### src/hdl/brot_pkg.sv
// Package: shared widths, constants, types and helpers of the bilinear mask rotator.
package brot_pkg;

  // Field widths
  localparam int COL_W   = 7;
  localparam int ROW_W   = 7;
  localparam int VAL_W   = 17;
  localparam int GRID_W  = 8;
  localparam int ANG_W   = 18;
  localparam int CIDX_W  = 2;
  localparam int CDATA_W = 18;

  // Layer store geometry
  localparam int MAX_COLS = 128;
  localparam int MAX_ROWS = 128;
  localparam int ADDR_W   = COL_W + ROW_W;
  localparam int DEPTH    = MAX_COLS * MAX_ROWS;

  // Q16 fixed point
  localparam int Q16_ONE = 65536;

  // Datapath widths
  localparam int K_W    = 9;    // centred index in half-cell units
  localparam int PROD_W = K_W + ANG_W;
  localparam int POS_W  = 28;   // source position, Q16
  localparam int BASE_W = POS_W - 16;
  localparam int ACC_W  = 20;

  // Configuration register indices
  typedef enum logic [CIDX_W-1:0] {
    CFG_GRID_COLS = 2'd0,
    CFG_GRID_ROWS = 2'd1,
    CFG_COS_ANGLE = 2'd2,
    CFG_SIN_ANGLE = 2'd3
  } cfg_idx_t;

  // Input operation codes
  typedef enum logic {
    FUNC_LOAD   = 1'b0,
    FUNC_SAMPLE = 1'b1
  } func_t;

  // Controller states
  typedef enum logic [2:0] {
    ST_IDLE,
    ST_MAP,
    ST_SUM,
    ST_WGT,
    ST_READ,
    ST_DRAIN,
    ST_DONE
  } state_t;

  // Configuration register set
  typedef struct packed {
    logic [GRID_W-1:0]       grid_cols;
    logic [GRID_W-1:0]       grid_rows;
    logic signed [ANG_W-1:0] cos_angle;
    logic signed [ANG_W-1:0] sin_angle;
  } cfg_t;

  // Commands from controller to datapath
  typedef struct packed {
    logic       load_wr;
    logic       capture;
    logic       map_en;
    logic       sum_en;
    logic       wgt_en;
    logic       rd_en;
    logic [1:0] rd_idx;
    logic       out_load;
  } cmd_t;

  // Saturate a grid size to the store dimension
  function automatic logic [GRID_W-1:0] sat_grid(input logic [GRID_W-1:0] n,
                                                  input int lim);
    logic [GRID_W-1:0] r;
    r = (int'(n) > lim) ? GRID_W'(lim) : n;
    return r;
  endfunction

endpackage

### src/hdl/brot_cfg_if.sv
// Interface: configuration write channel.
interface brot_cfg_if;
  import brot_pkg::*;

  logic               valid;
  logic               ready;
  logic [CIDX_W-1:0]  index;
  logic [CDATA_W-1:0] data;

  modport source(output valid, index, data, input ready);
  modport sink(input valid, index, data, output ready);
endinterface

### src/hdl/brot_cfg_regs.sv
// Configuration register file of the rotator.
module brot_cfg_regs (
  input  logic          clk,
  input  logic          rst,
  brot_cfg_if.sink      cfg,
  output brot_pkg::cfg_t regs
);
  import brot_pkg::*;

  // Always take a write word
  assign cfg.ready = 1'b1;

  // Decode and store register writes; unknown indices drop
  always_ff @(posedge clk) begin
    if (rst) begin
      regs.grid_cols <= GRID_W'(MAX_COLS);
      regs.grid_rows <= GRID_W'(MAX_ROWS);
      regs.cos_angle <= ANG_W'(Q16_ONE);
      regs.sin_angle <= '0;
    end else if (cfg.valid) begin
      case (cfg_idx_t'(cfg.index))
        CFG_GRID_COLS: regs.grid_cols <= cfg.data[GRID_W-1:0];
        CFG_GRID_ROWS: regs.grid_rows <= cfg.data[GRID_W-1:0];
        CFG_COS_ANGLE: regs.cos_angle <= $signed(cfg.data[ANG_W-1:0]);
        CFG_SIN_ANGLE: regs.sin_angle <= $signed(cfg.data[ANG_W-1:0]);
        default: ;
      endcase
    end
  end

endmodule

### src/flat_wrapper.sv
// flat-port wrapper written by rule: the top's interface ports become plain ports
module brot_cfg_regs_flat import brot_pkg::*;
  (clk, rst, regs, cfg_valid, cfg_index, cfg_data, cfg_ready);
  brot_cfg_if cfg_i ();
  input  logic clk;
  input  logic rst;
  output brot_pkg::cfg_t regs;
  input wire logic [$bits(cfg_i.valid)-1:0] cfg_valid;
  input wire logic [$bits(cfg_i.index)-1:0] cfg_index;
  input wire logic [$bits(cfg_i.data)-1:0] cfg_data;
  output wire logic [$bits(cfg_i.ready)-1:0] cfg_ready;
  assign cfg_i.valid = cfg_valid;
  assign cfg_i.index = cfg_index;
  assign cfg_i.data = cfg_data;
  assign cfg_ready = cfg_i.ready;
  brot_cfg_regs u_core (.clk(clk), .rst(rst), .cfg(cfg_i), .regs(regs));
endmodule
### config.mk
export PLATFORM = sky130hd
export DESIGN_NAME = brot_cfg_regs_flat
export DESIGN_NICKNAME = d
export VERILOG_FILES = /design/src/hdl/brot_pkg.sv /design/src/hdl/brot_cfg_if.sv /design/src/hdl/brot_cfg_regs.sv /design/src/flat_wrapper.sv
export SDC_FILE = /design/constraint.sdc
export NUM_CORES = 1
export LEC_CHECK = 0
export BUFFER_PORTS_ARGS = -buffer_cell sky130_fd_sc_hd__buf_2
export CAP_MARGIN = 30
export CORE_ASPECT_RATIO = 0.7
export CORE_MARGIN = 3
export CORE_UTILIZATION = 40
export DETAILED_ROUTE_END_ITERATION = 6
export MAX_ROUTING_LAYER = met4
export PLACE_DENSITY = 0.74
export SYNTH_ARGS = -nofsm -noshare
export SYNTH_HDL_FRONTEND = slang
export SYNTH_SLANG_ARGS = --single-unit
### constraint.sdc
create_clock -name clk -period 1.3 [get_ports clk]
set_input_delay 0.39 -clock clk [delete_from_list [all_inputs] [get_ports clk]]
set_output_delay 0.39 -clock clk [all_outputs]
set_load 0.01 [all_outputs]
==> metrics.cfg <==
[floorplanning]
top_level_ports = 76
die_w_um = 93.03
rows = 21
dieArea_mm2 = 0.006226
die_h_um = 66.92
initial_core_util_pct = 42.93
core_mm2 = 0.004940

[yosys]
synth_edf_count = 0
synthTopCellsByArea = dfxtp_1 49%, mux2i_1 25%, nand2b_1 20%, buf_4 1.4%, clkbuf_1 1.4%
ys_types = 14
avgSynthCellArea_um2 = 10.77
synth_top_area_share_pct = 49.09
synth_common_cells = 67 x nand2b_1, 52 x dfxtp_1, 52 x mux2i_1
ys.flop_type = dfxtp_1
synth_cells = 197
synth_most_common_cell = nand2b_1
synth-seq-area-share_pct = 49.09
syn-cell-area_mm2 = 0.002121
synth_top_area_cell = dfxtp_1
synth_seq_cells = 52
synth_fp_nets = 220
async_reset_ff_share_pct = 0
yosysWarnings = 0

[outcome]
status = finished, final reports clean

[global_route]
antenna_found_initial = 0
grt_start_max_net_pins = 36
grt-ovfl-total = 0
first_global_vias = 1432
grt.total_usage_pct = 15.69
grt_pass1_wl_um = 7245

[hold_path]
min_path_cells = 3
hp-start = cfg_data[16]
hp-class = input pin to register
whs_endpoint = u_core.regs[16]

[critical_path]
crit_cells = 1
critical_path.n_buffers_inverters = 1
regToRegSetupSlack_ps = 680
end_kind = output pin
crit_arrival_ps = 830
path_max_fanout = 2
cp_top_family = flip-flops
rr_endpoint = u_core.regs[51]
path_class = register to output pin
required_ps = 910
critPathMaxStageDelay_ps = 380
cp-start-kind = register
reg2reg_depth = 2
r2r-start = u_core.regs[51]
cp_slowest_cell = dfxtp_1
path_cells = buf_2
crit_start = u_core.regs[51]

[timing]
setup_viol = 0
rsz0062_at_grt = false
skew_ps = 0
hold_viol = 0
fmax_ghz = 0.8220
period_needed_ps = 1216
tns_ps = 0
fin_crit_sh_pct = 93.57
slew_viol_final = 0

[clock_network]
ctsResizeCount = 0
h-tree-depth = 2
postCtsHoldBufs = 0
clk_latency_ps = 290
cts_tree = done
clock-sinks = 52
post_cts_buffers = 0
cts_made_buffers = 5
cts-root-buf = clkbuf_8
clock_tree.buffer_depth = 2
clk_pin_slew_ps = 90

[routing]
ant_nets = 0
drtIter0Drc = 49
route.met3.wl_um = 275
vias_per_cell = 4.503
wl_met1_um = 2445
post_drt_wl_per_cell_um = 13.56
routed_wl_um = 4666
dr.pass1.iters = 4
wl_met2_um = 1874
top_layer = met4
vias = 1549
drc_errors = 0

[finish]
finalNetCount = 297
synthToLayoutAreaGrowth_pct = 29.38
largest_reg_flops = 52
antenna_cells = 0
largest_registers = u_core.regs x52
drive_gt1_share_pct = 33.09
fin_area_mm2 = 0.002744
nFillCells = 469
largest_register = u_core.regs

[power_and_ir_drop]
p_leak_uw = 0.001390
powerDensity_mw_per_mm2 = 1077
ir_drop_mv = 0.5885

[job]
drv_cap = 0

[placed_design]
place_area_mm2 = 0.002654
gp_congestion = 0.7280
dp_hpwl_um = 3485
numPortBuffers = 74

## final cells by class
| class | instances | area, um^2 | area share [%] |
|---|---|---|---|
| Timing Repair Buffer | 85 | 528.0 | 19.24 |
| Tap cell | 69 | 86.33 | 3.146 |
| Multi-Input combinational cell | 130 | 998.5 | 36.39 |
| Clock buffer | 8 | 90.09 | 3.283 |
| Sequential cell | 52 | 1041 | 37.94 |
## stage by stage
step	total power (uW)	cells	util [%]	hold slack [ps]	setup slack, ps
3_3_place_gp	2071	336	53.72	455.6	4.909
4_1_cts	2997	344	55.55	351.4	76.05
5_1_grt	3096	344	55.55	360.6	47.32
6_report	2955	344	55.55	361.3	83.53
3_5_place_dp	2077	336	53.72	461.4	-4.010
2_1_floorplan	1914	197	-	492.2	141.5
## worst register-to-register path: cells and delay by family (launching register included)
family	cells	cell delay, ps
flops	1	340
simple gates	1	110
mux	1	70
## cells in the final DEF (no fill, tap or decap)
cell type and count:
clkbuf_8 6, nor2_1 5, and3_1 1, dfxtp_1 52, nand3b_1 1, buf_12 6
and3b_1 1, clkbuf_1 2, mux2i_1 52, nand3_1 1, buf_2 74, or3b_1 1
buf_4 5, nand2b_1 67, conb_1 1
## cell families (layout without fill, tap and decap cells)
group / Yosys count / after routing / share of synthesized area [%]
mux: 52 / 52 / 24.54
buf+inv: 15 / 93 / 3.835
other cells: 1 / 1 / 0.1768
simple gates: 77 / 77 / 22.36
flops: 52 / 52 / 49.09
## where the power goes
group / internal (uW) / total (uW) / switching, uW
Clock: 435 / 919 / 484
Combinational: 187 / 359 / 173
Sequential: 1650 / 1680 / 28.6
## worst max path at each step
stage               slack (ps)         endpoint
floorplan                  140   u_core.regs[1]
global placement             5  u_core.regs[45]
detailed placement          -4  u_core.regs[45]
CTS                         80         regs[51]
global route                50         regs[46]
finish                      80         regs[51]
## per-layer routing
| metal | vias to the layer above | GRT usage (%) |
|---|---|---|
| li1 | 794 | - |
| met1 | 702 | 22.47 |
| met2 | 46 | 20.45 |
| met3 | 7 | 4.853 |
| met4 | 0 | 5.484 |
| met5 | - | - |
Note: power is estimated with default switching activity, not from simulation.
