$ cat config.mk
export PLATFORM = sky130hd
export DESIGN_NAME = brot_ctrl
export DESIGN_NICKNAME = d
export VERILOG_FILES = /design/src/hdl/brot_pkg.sv /design/src/hdl/brot_ctrl.sv
export SDC_FILE = /design/constraint.sdc
export NUM_CORES = 1
export LEC_CHECK = 0
export BUFFER_PORTS_ARGS = -buffer_cell sky130_fd_sc_hd__buf_2
export CAP_MARGIN = 20
export CORE_MARGIN = 2
export CORE_UTILIZATION = 29
export CTS_BUF_LIST = sky130_fd_sc_hd__clkbuf_16
export CTS_CLUSTER_SIZE = 25
export DETAILED_ROUTE_END_ITERATION = 7
export GPL_ROUTABILITY_DRIVEN = 0
export PLACE_DENSITY_LB_ADDON = 0.25
export REMOVE_ABC_BUFFERS = 1
export SLEW_MARGIN = 20
export SYNTH_ARGS = -nofsm -noshare
export SYNTH_HDL_FRONTEND = slang
export SYNTH_SLANG_ARGS = --single-unit
$ cat constraint.sdc
create_clock -name clk -period 3.2 [get_ports clk]
set_clock_uncertainty 0.05 [all_clocks]
set_input_delay 0.32 -clock clk [delete_from_list [all_inputs] [get_ports clk]]
set_output_delay 0.32 -clock clk [all_outputs]
set_load 0.05 [all_outputs]
$ cat src/hdl/brot_pkg.sv
// Package: shared widths, constants, types and helpers of the bilinear mask rotator.
package brot_pkg;

  // Field widths
  localparam int COL_W   = 7;
  localparam int ROW_W   = 7;
  localparam int VAL_W   = 17;
  localparam int GRID_W  = 8;
  localparam int ANG_W   = 18;
  localparam int CIDX_W  = 2;
  localparam int CDATA_W = 18;

  // Layer store geometry
  localparam int MAX_COLS = 128;
  localparam int MAX_ROWS = 128;
  localparam int ADDR_W   = COL_W + ROW_W;
  localparam int DEPTH    = MAX_COLS * MAX_ROWS;

  // Q16 fixed point
  localparam int Q16_ONE = 65536;

  // Datapath widths
  localparam int K_W    = 9;    // centred index in half-cell units
  localparam int PROD_W = K_W + ANG_W;
  localparam int POS_W  = 28;   // source position, Q16
  localparam int BASE_W = POS_W - 16;
  localparam int ACC_W  = 20;

  // Configuration register indices
  typedef enum logic [CIDX_W-1:0] {
    CFG_GRID_COLS = 2'd0,
    CFG_GRID_ROWS = 2'd1,
    CFG_COS_ANGLE = 2'd2,
    CFG_SIN_ANGLE = 2'd3
  } cfg_idx_t;

  // Input operation codes
  typedef enum logic {
    FUNC_LOAD   = 1'b0,
    FUNC_SAMPLE = 1'b1
  } func_t;

  // Controller states
  typedef enum logic [2:0] {
    ST_IDLE,
    ST_MAP,
    ST_SUM,
    ST_WGT,
    ST_READ,
    ST_DRAIN,
    ST_DONE
  } state_t;

  // Configuration register set
  typedef struct packed {
    logic [GRID_W-1:0]       grid_cols;
    logic [GRID_W-1:0]       grid_rows;
    logic signed [ANG_W-1:0] cos_angle;
    logic signed [ANG_W-1:0] sin_angle;
  } cfg_t;

  // Commands from controller to datapath
  typedef struct packed {
    logic       load_wr;
    logic       capture;
    logic       map_en;
    logic       sum_en;
    logic       wgt_en;
    logic       rd_en;
    logic [1:0] rd_idx;
    logic       out_load;
  } cmd_t;

  // Saturate a grid size to the store dimension
  function automatic logic [GRID_W-1:0] sat_grid(input logic [GRID_W-1:0] n,
                                                  input int lim);
    logic [GRID_W-1:0] r;
    r = (int'(n) > lim) ? GRID_W'(lim) : n;
    return r;
  endfunction

endpackage

$ cat src/hdl/brot_ctrl.sv
// Controller: sequences loads and the sample steps, and owns the result valid flag.
module brot_ctrl (
  input  logic           clk,
  input  logic           rst,
  input  logic           item_valid,
  input  logic           item_func,
  output logic           item_ready,
  output logic           res_valid,
  input  logic           res_ready,
  output brot_pkg::cmd_t cmd
);
  import brot_pkg::*;

  state_t     state, state_next;
  logic [1:0] cnt, cnt_next;
  logic       res_free;
  logic       accept;

  assign item_ready = (state == ST_IDLE);
  assign accept     = item_valid && item_ready;
  assign res_free   = !res_valid || res_ready;

  // Next state and step counter
  always_comb begin
    state_next = state;
    cnt_next   = cnt;
    case (state)
      ST_IDLE: begin
        if (accept && (func_t'(item_func) == FUNC_SAMPLE)) state_next = ST_MAP;
      end
      ST_MAP:  state_next = ST_SUM;
      ST_SUM:  state_next = ST_WGT;
      ST_WGT: begin
        state_next = ST_READ;
        cnt_next   = '0;
      end
      ST_READ: begin
        cnt_next = cnt + 2'd1;
        if (cnt == 2'd3) begin
          state_next = ST_DRAIN;
          cnt_next   = '0;
        end
      end
      ST_DRAIN: begin
        cnt_next = cnt + 2'd1;
        if (cnt == 2'd1) state_next = ST_DONE;
      end
      ST_DONE: begin
        if (res_free) state_next = ST_IDLE;
      end
      default: state_next = ST_IDLE;
    endcase
  end

  // Commands to the datapath
  always_comb begin
    cmd = '0;
    case (state)
      ST_IDLE: begin
        cmd.load_wr = accept && (func_t'(item_func) == FUNC_LOAD);
        cmd.capture = accept && (func_t'(item_func) == FUNC_SAMPLE);
      end
      ST_MAP: cmd.map_en = 1'b1;
      ST_SUM: cmd.sum_en = 1'b1;
      ST_WGT: cmd.wgt_en = 1'b1;
      ST_READ: begin
        cmd.rd_en  = 1'b1;
        cmd.rd_idx = cnt;
      end
      ST_DRAIN: ;
      ST_DONE: cmd.out_load = res_free;
      default: ;
    endcase
  end

  // State, counter and result valid flag
  always_ff @(posedge clk) begin
    if (rst) begin
      state     <= ST_IDLE;
      cnt       <= '0;
      res_valid <= 1'b0;
    end else begin
      state <= state_next;
      cnt   <= cnt_next;
      if (cmd.out_load) res_valid <= 1'b1;
      else if (res_ready) res_valid <= 1'b0;
    end
  end

endmodule

==> impl_metrics.py <==
metrics = {
    "grt": {
        "grt_pass1_wl_um": 1359,
        "grt-ovfl-total": 0,
        "grt_max_degree": 16,
        "antenna_found_initial": 0,
        "grtUsageTotal_pct": 11.83,
        "grt_pass1_vias": 309,
    },
    "yosys": {
        "netlist_area_um2": 402.9,
        "ys_warn_count": 0,
        "yosysMostFrequentCell": "dfxtp_1",
        "avgSynthCellArea_um2": 8.058,
        "async_reset_ff_share_pct": 0,
        "ys_seq_area_share_pct": 29.81,
        "ys_types": 25,
        "ys_top_cells_by_area": "dfxtp_1 30%, ha_1 6.2%, nor2b_1 6.2%",
        "synth_top_cell_by_area": "dfxtp_1",
        "synth_common_cells": "6 x dfxtp_1, 5 x nor2_1, 4 x a21oi_1, 4 x nor2b_1",
        "ys_ff_latch": 6,
        "synth_top_area_share_pct": 29.81,
        "synthCells": 50,
        "synthFlopType": "dfxtp_1",
        "synth_edf_count": 0,
    },
    "sta": {
        "min_period_ns": 2.061,
        "tns_ns": 0,
        "worst_slack_ns": 1.139,
        "max_freq_mhz": 485.3,
        "slew-limit-headroom_pct": 66.78,
        "setup_viol": 0,
        "worst_slew_pin_slew_ns": 0.4976,
        "slew_viol_final": 0,
        "post-route-period-util_pct": 64.40,
        "rsz0062_at_grt": "no",
        "fin_hold_ws_ns": 0.2923,
        "hold_viol_final": 0,
    },
    "drt": {
        "firstDrtPassIters": 4,
        "vias": 396,
        "drt-initial-drc-count": 13,
        "drtAntennaViolNets": 0,
        "wl_per_cell_um": 11.09,
        "routed_wl_um": 887,
        "drc": 0,
        "vias_per_cell": 4.950,
    },
    "power_and_ir_drop": {
        "leakage_nw": 0.2529,
        "pwr-share-clk_pct": 54.6,
        "power_density_nw_per_um2": 643.5,
        "p_seq_share_pct": 26.0,
        "p_sw_mw": 0.09792,
        "combPwrFrac_pct": 19.4,
        "internal_power_mw": 0.2620,
        "switching_share_pct": 27.21,
        "ir_worst_vdd_mv": 0.3536,
    },
    "cts": {
        "cts_setup_buffers": 0,
        "cts_buffers": 3,
        "clk_pin_slew_ns": 0.03,
        "cts_tree": "yes",
        "clock_sinks": 6,
        "h-tree-depth": 1,
        "cts-root-buf": "clkbuf_16",
        "clockBufferDepth": 2,
        "cts_hold_buffers": 0,
        "clock_latency_ns": 0.22,
        "cts_resized": 0,
    },
    "floorplanning": {
        "rows": 13,
        "initial_core_util_pct": 30.96,
        "fp.dieW_um": 41.27,
        "fp.coreArea_um2": 1301,
        "dieArea_um2": 1703,
        "top_level_ports": 16,
        "die_y_um": 41.27,
    },
    "place": {
        "portBuffers": 15,
        "post-place-ws_ns": 1.385,
        "dp_hpwl_um": 638.7,
    },
    "finish": {
        "drive_above_1_share_pct": 27.69,
        "fillers": 143,
        "seq_area_um2": 120.1,
        "nets": 74,
        "multi_input_area_um2": 262.8,
        "syn2layout_area_growth_pct": 38.82,
        "antenna_cells": 0,
    },
    "worst_setup_path": {
        "arrival_ns": 1.69,
        "cp-start-kind": "flip-flop",
        "crit_type": "flip-flop to output pin",
        "critPathCaptureType": "output pin",
        "required_ns": 2.83,
        "path_max_fanout": 14,
    },
    "status": {
        "status": "completed",
    },
    "run": {
        "drv_cap": 0,
    },
    "hold_path": {
        "hp-class": "input pin to flip-flop",
    },
}
-- final cells by class --
cell class / instances / share of cell area, %
Tap cell: 15 / 3.356
Multi-Input combinational cell: 39 / 46.98
Clock buffer: 3 / 13.42
Inverter: 2 / 1.342
Sequential cell: 6 / 21.48
Timing Repair Buffer: 15 / 13.42
-- final timing paths --
| check | start | end | slack, ns | cells after the start |
|---|---|---|---|---|
| setup / recovery | state[2] | cmd[1] | 1.14 | 4 |
| setup reg to reg | state[1] | cnt[0] | 1.70 | 3 |
| hold / removal | rst | res_valid | 0.29 | 2 |
| hold reg to reg | cnt[1] | cnt[1] | 0.51 | 2 |
-- sequential cells by signal, indices dropped and copies added (netlist names) --
name       cells
res_valid      1
state          3
cnt            2
-- cell usage in the layout (no fill, tap or decap) --
cell type,instances
nor3b_1,3
a211oi_1,2
and2_1,2
and3_1,1
and4b_1,1
inv_1,2
a2111oi_0,1
or4_1,1
a21boi_0,1
nand2_1,2
clkbuf_16,3
dfxtp_1,6
xnor2_1,1
mux2i_1,1
ha_1,2
nor2b_1,4
nor3_1,1
a311oi_1,1
nand3b_1,2
nor2_1,5
nand2b_1,3
buf_2,15
a221o_1,1
a21oi_1,4
-- routing by layer --
layer / global-route usage [%] / vias up / share of wire, %
met1: 15.91 / 174 / 52
met2: 18.75 / 12 / 43
met5: 0 / - / 0
met3: 4.891 / 0 / 5.1
li1: - / 210 / -
met4: 0 / 0 / 0
-- critical path, stage by stage, from the launching register on --
cell	delay [ns]
dfxtp_1	0.58
nor2b_1	0.29
nor2b_1	0.21
and2_1	0.14
buf_2	0.25
-- cells by family (layout without fill, tap and decap cells) --
group                      after synthesis  in the layout  synth area share (%)
AOI/OAI and AO/OA                       10             10                 17.39
xor gates and xnor gates                 1              1                 2.174
adders and majority gates                2              2                 6.210
buffers and inverters                    5             20                 4.967
DFF                                      6              6                 29.81
muxes                                    1              1                 2.485
and+or+nand+nor                         25             25                 36.96
-- metrics by stage --
step           cells  area [um2]  util (%)  power [mW]
4_1_cts           80       559.3     42.98      0.3638
6_report          80       559.3     42.98      0.3599
5_1_grt           80       559.3     42.98      0.3737
3_5_place_dp      77       484.2     37.21      0.1642
2_1_floorplan     47       390.4         -      0.1464
3_3_place_gp      77       484.2     37.21      0.1641
-- power by group through the flow --
stage	registers [mW]	clock network (mW)	logic, mW
after floorplan	0.0907	0	0.0556
after global placement	0.0939	0	0.0702
after detailed placement	0.0942	0	0.0700
after CTS	0.0932	0.200	0.0703
after global routing	0.0948	0.205	0.0736
final	0.0936	0.196	0.0698
Power figures use the tool's default switching activity.
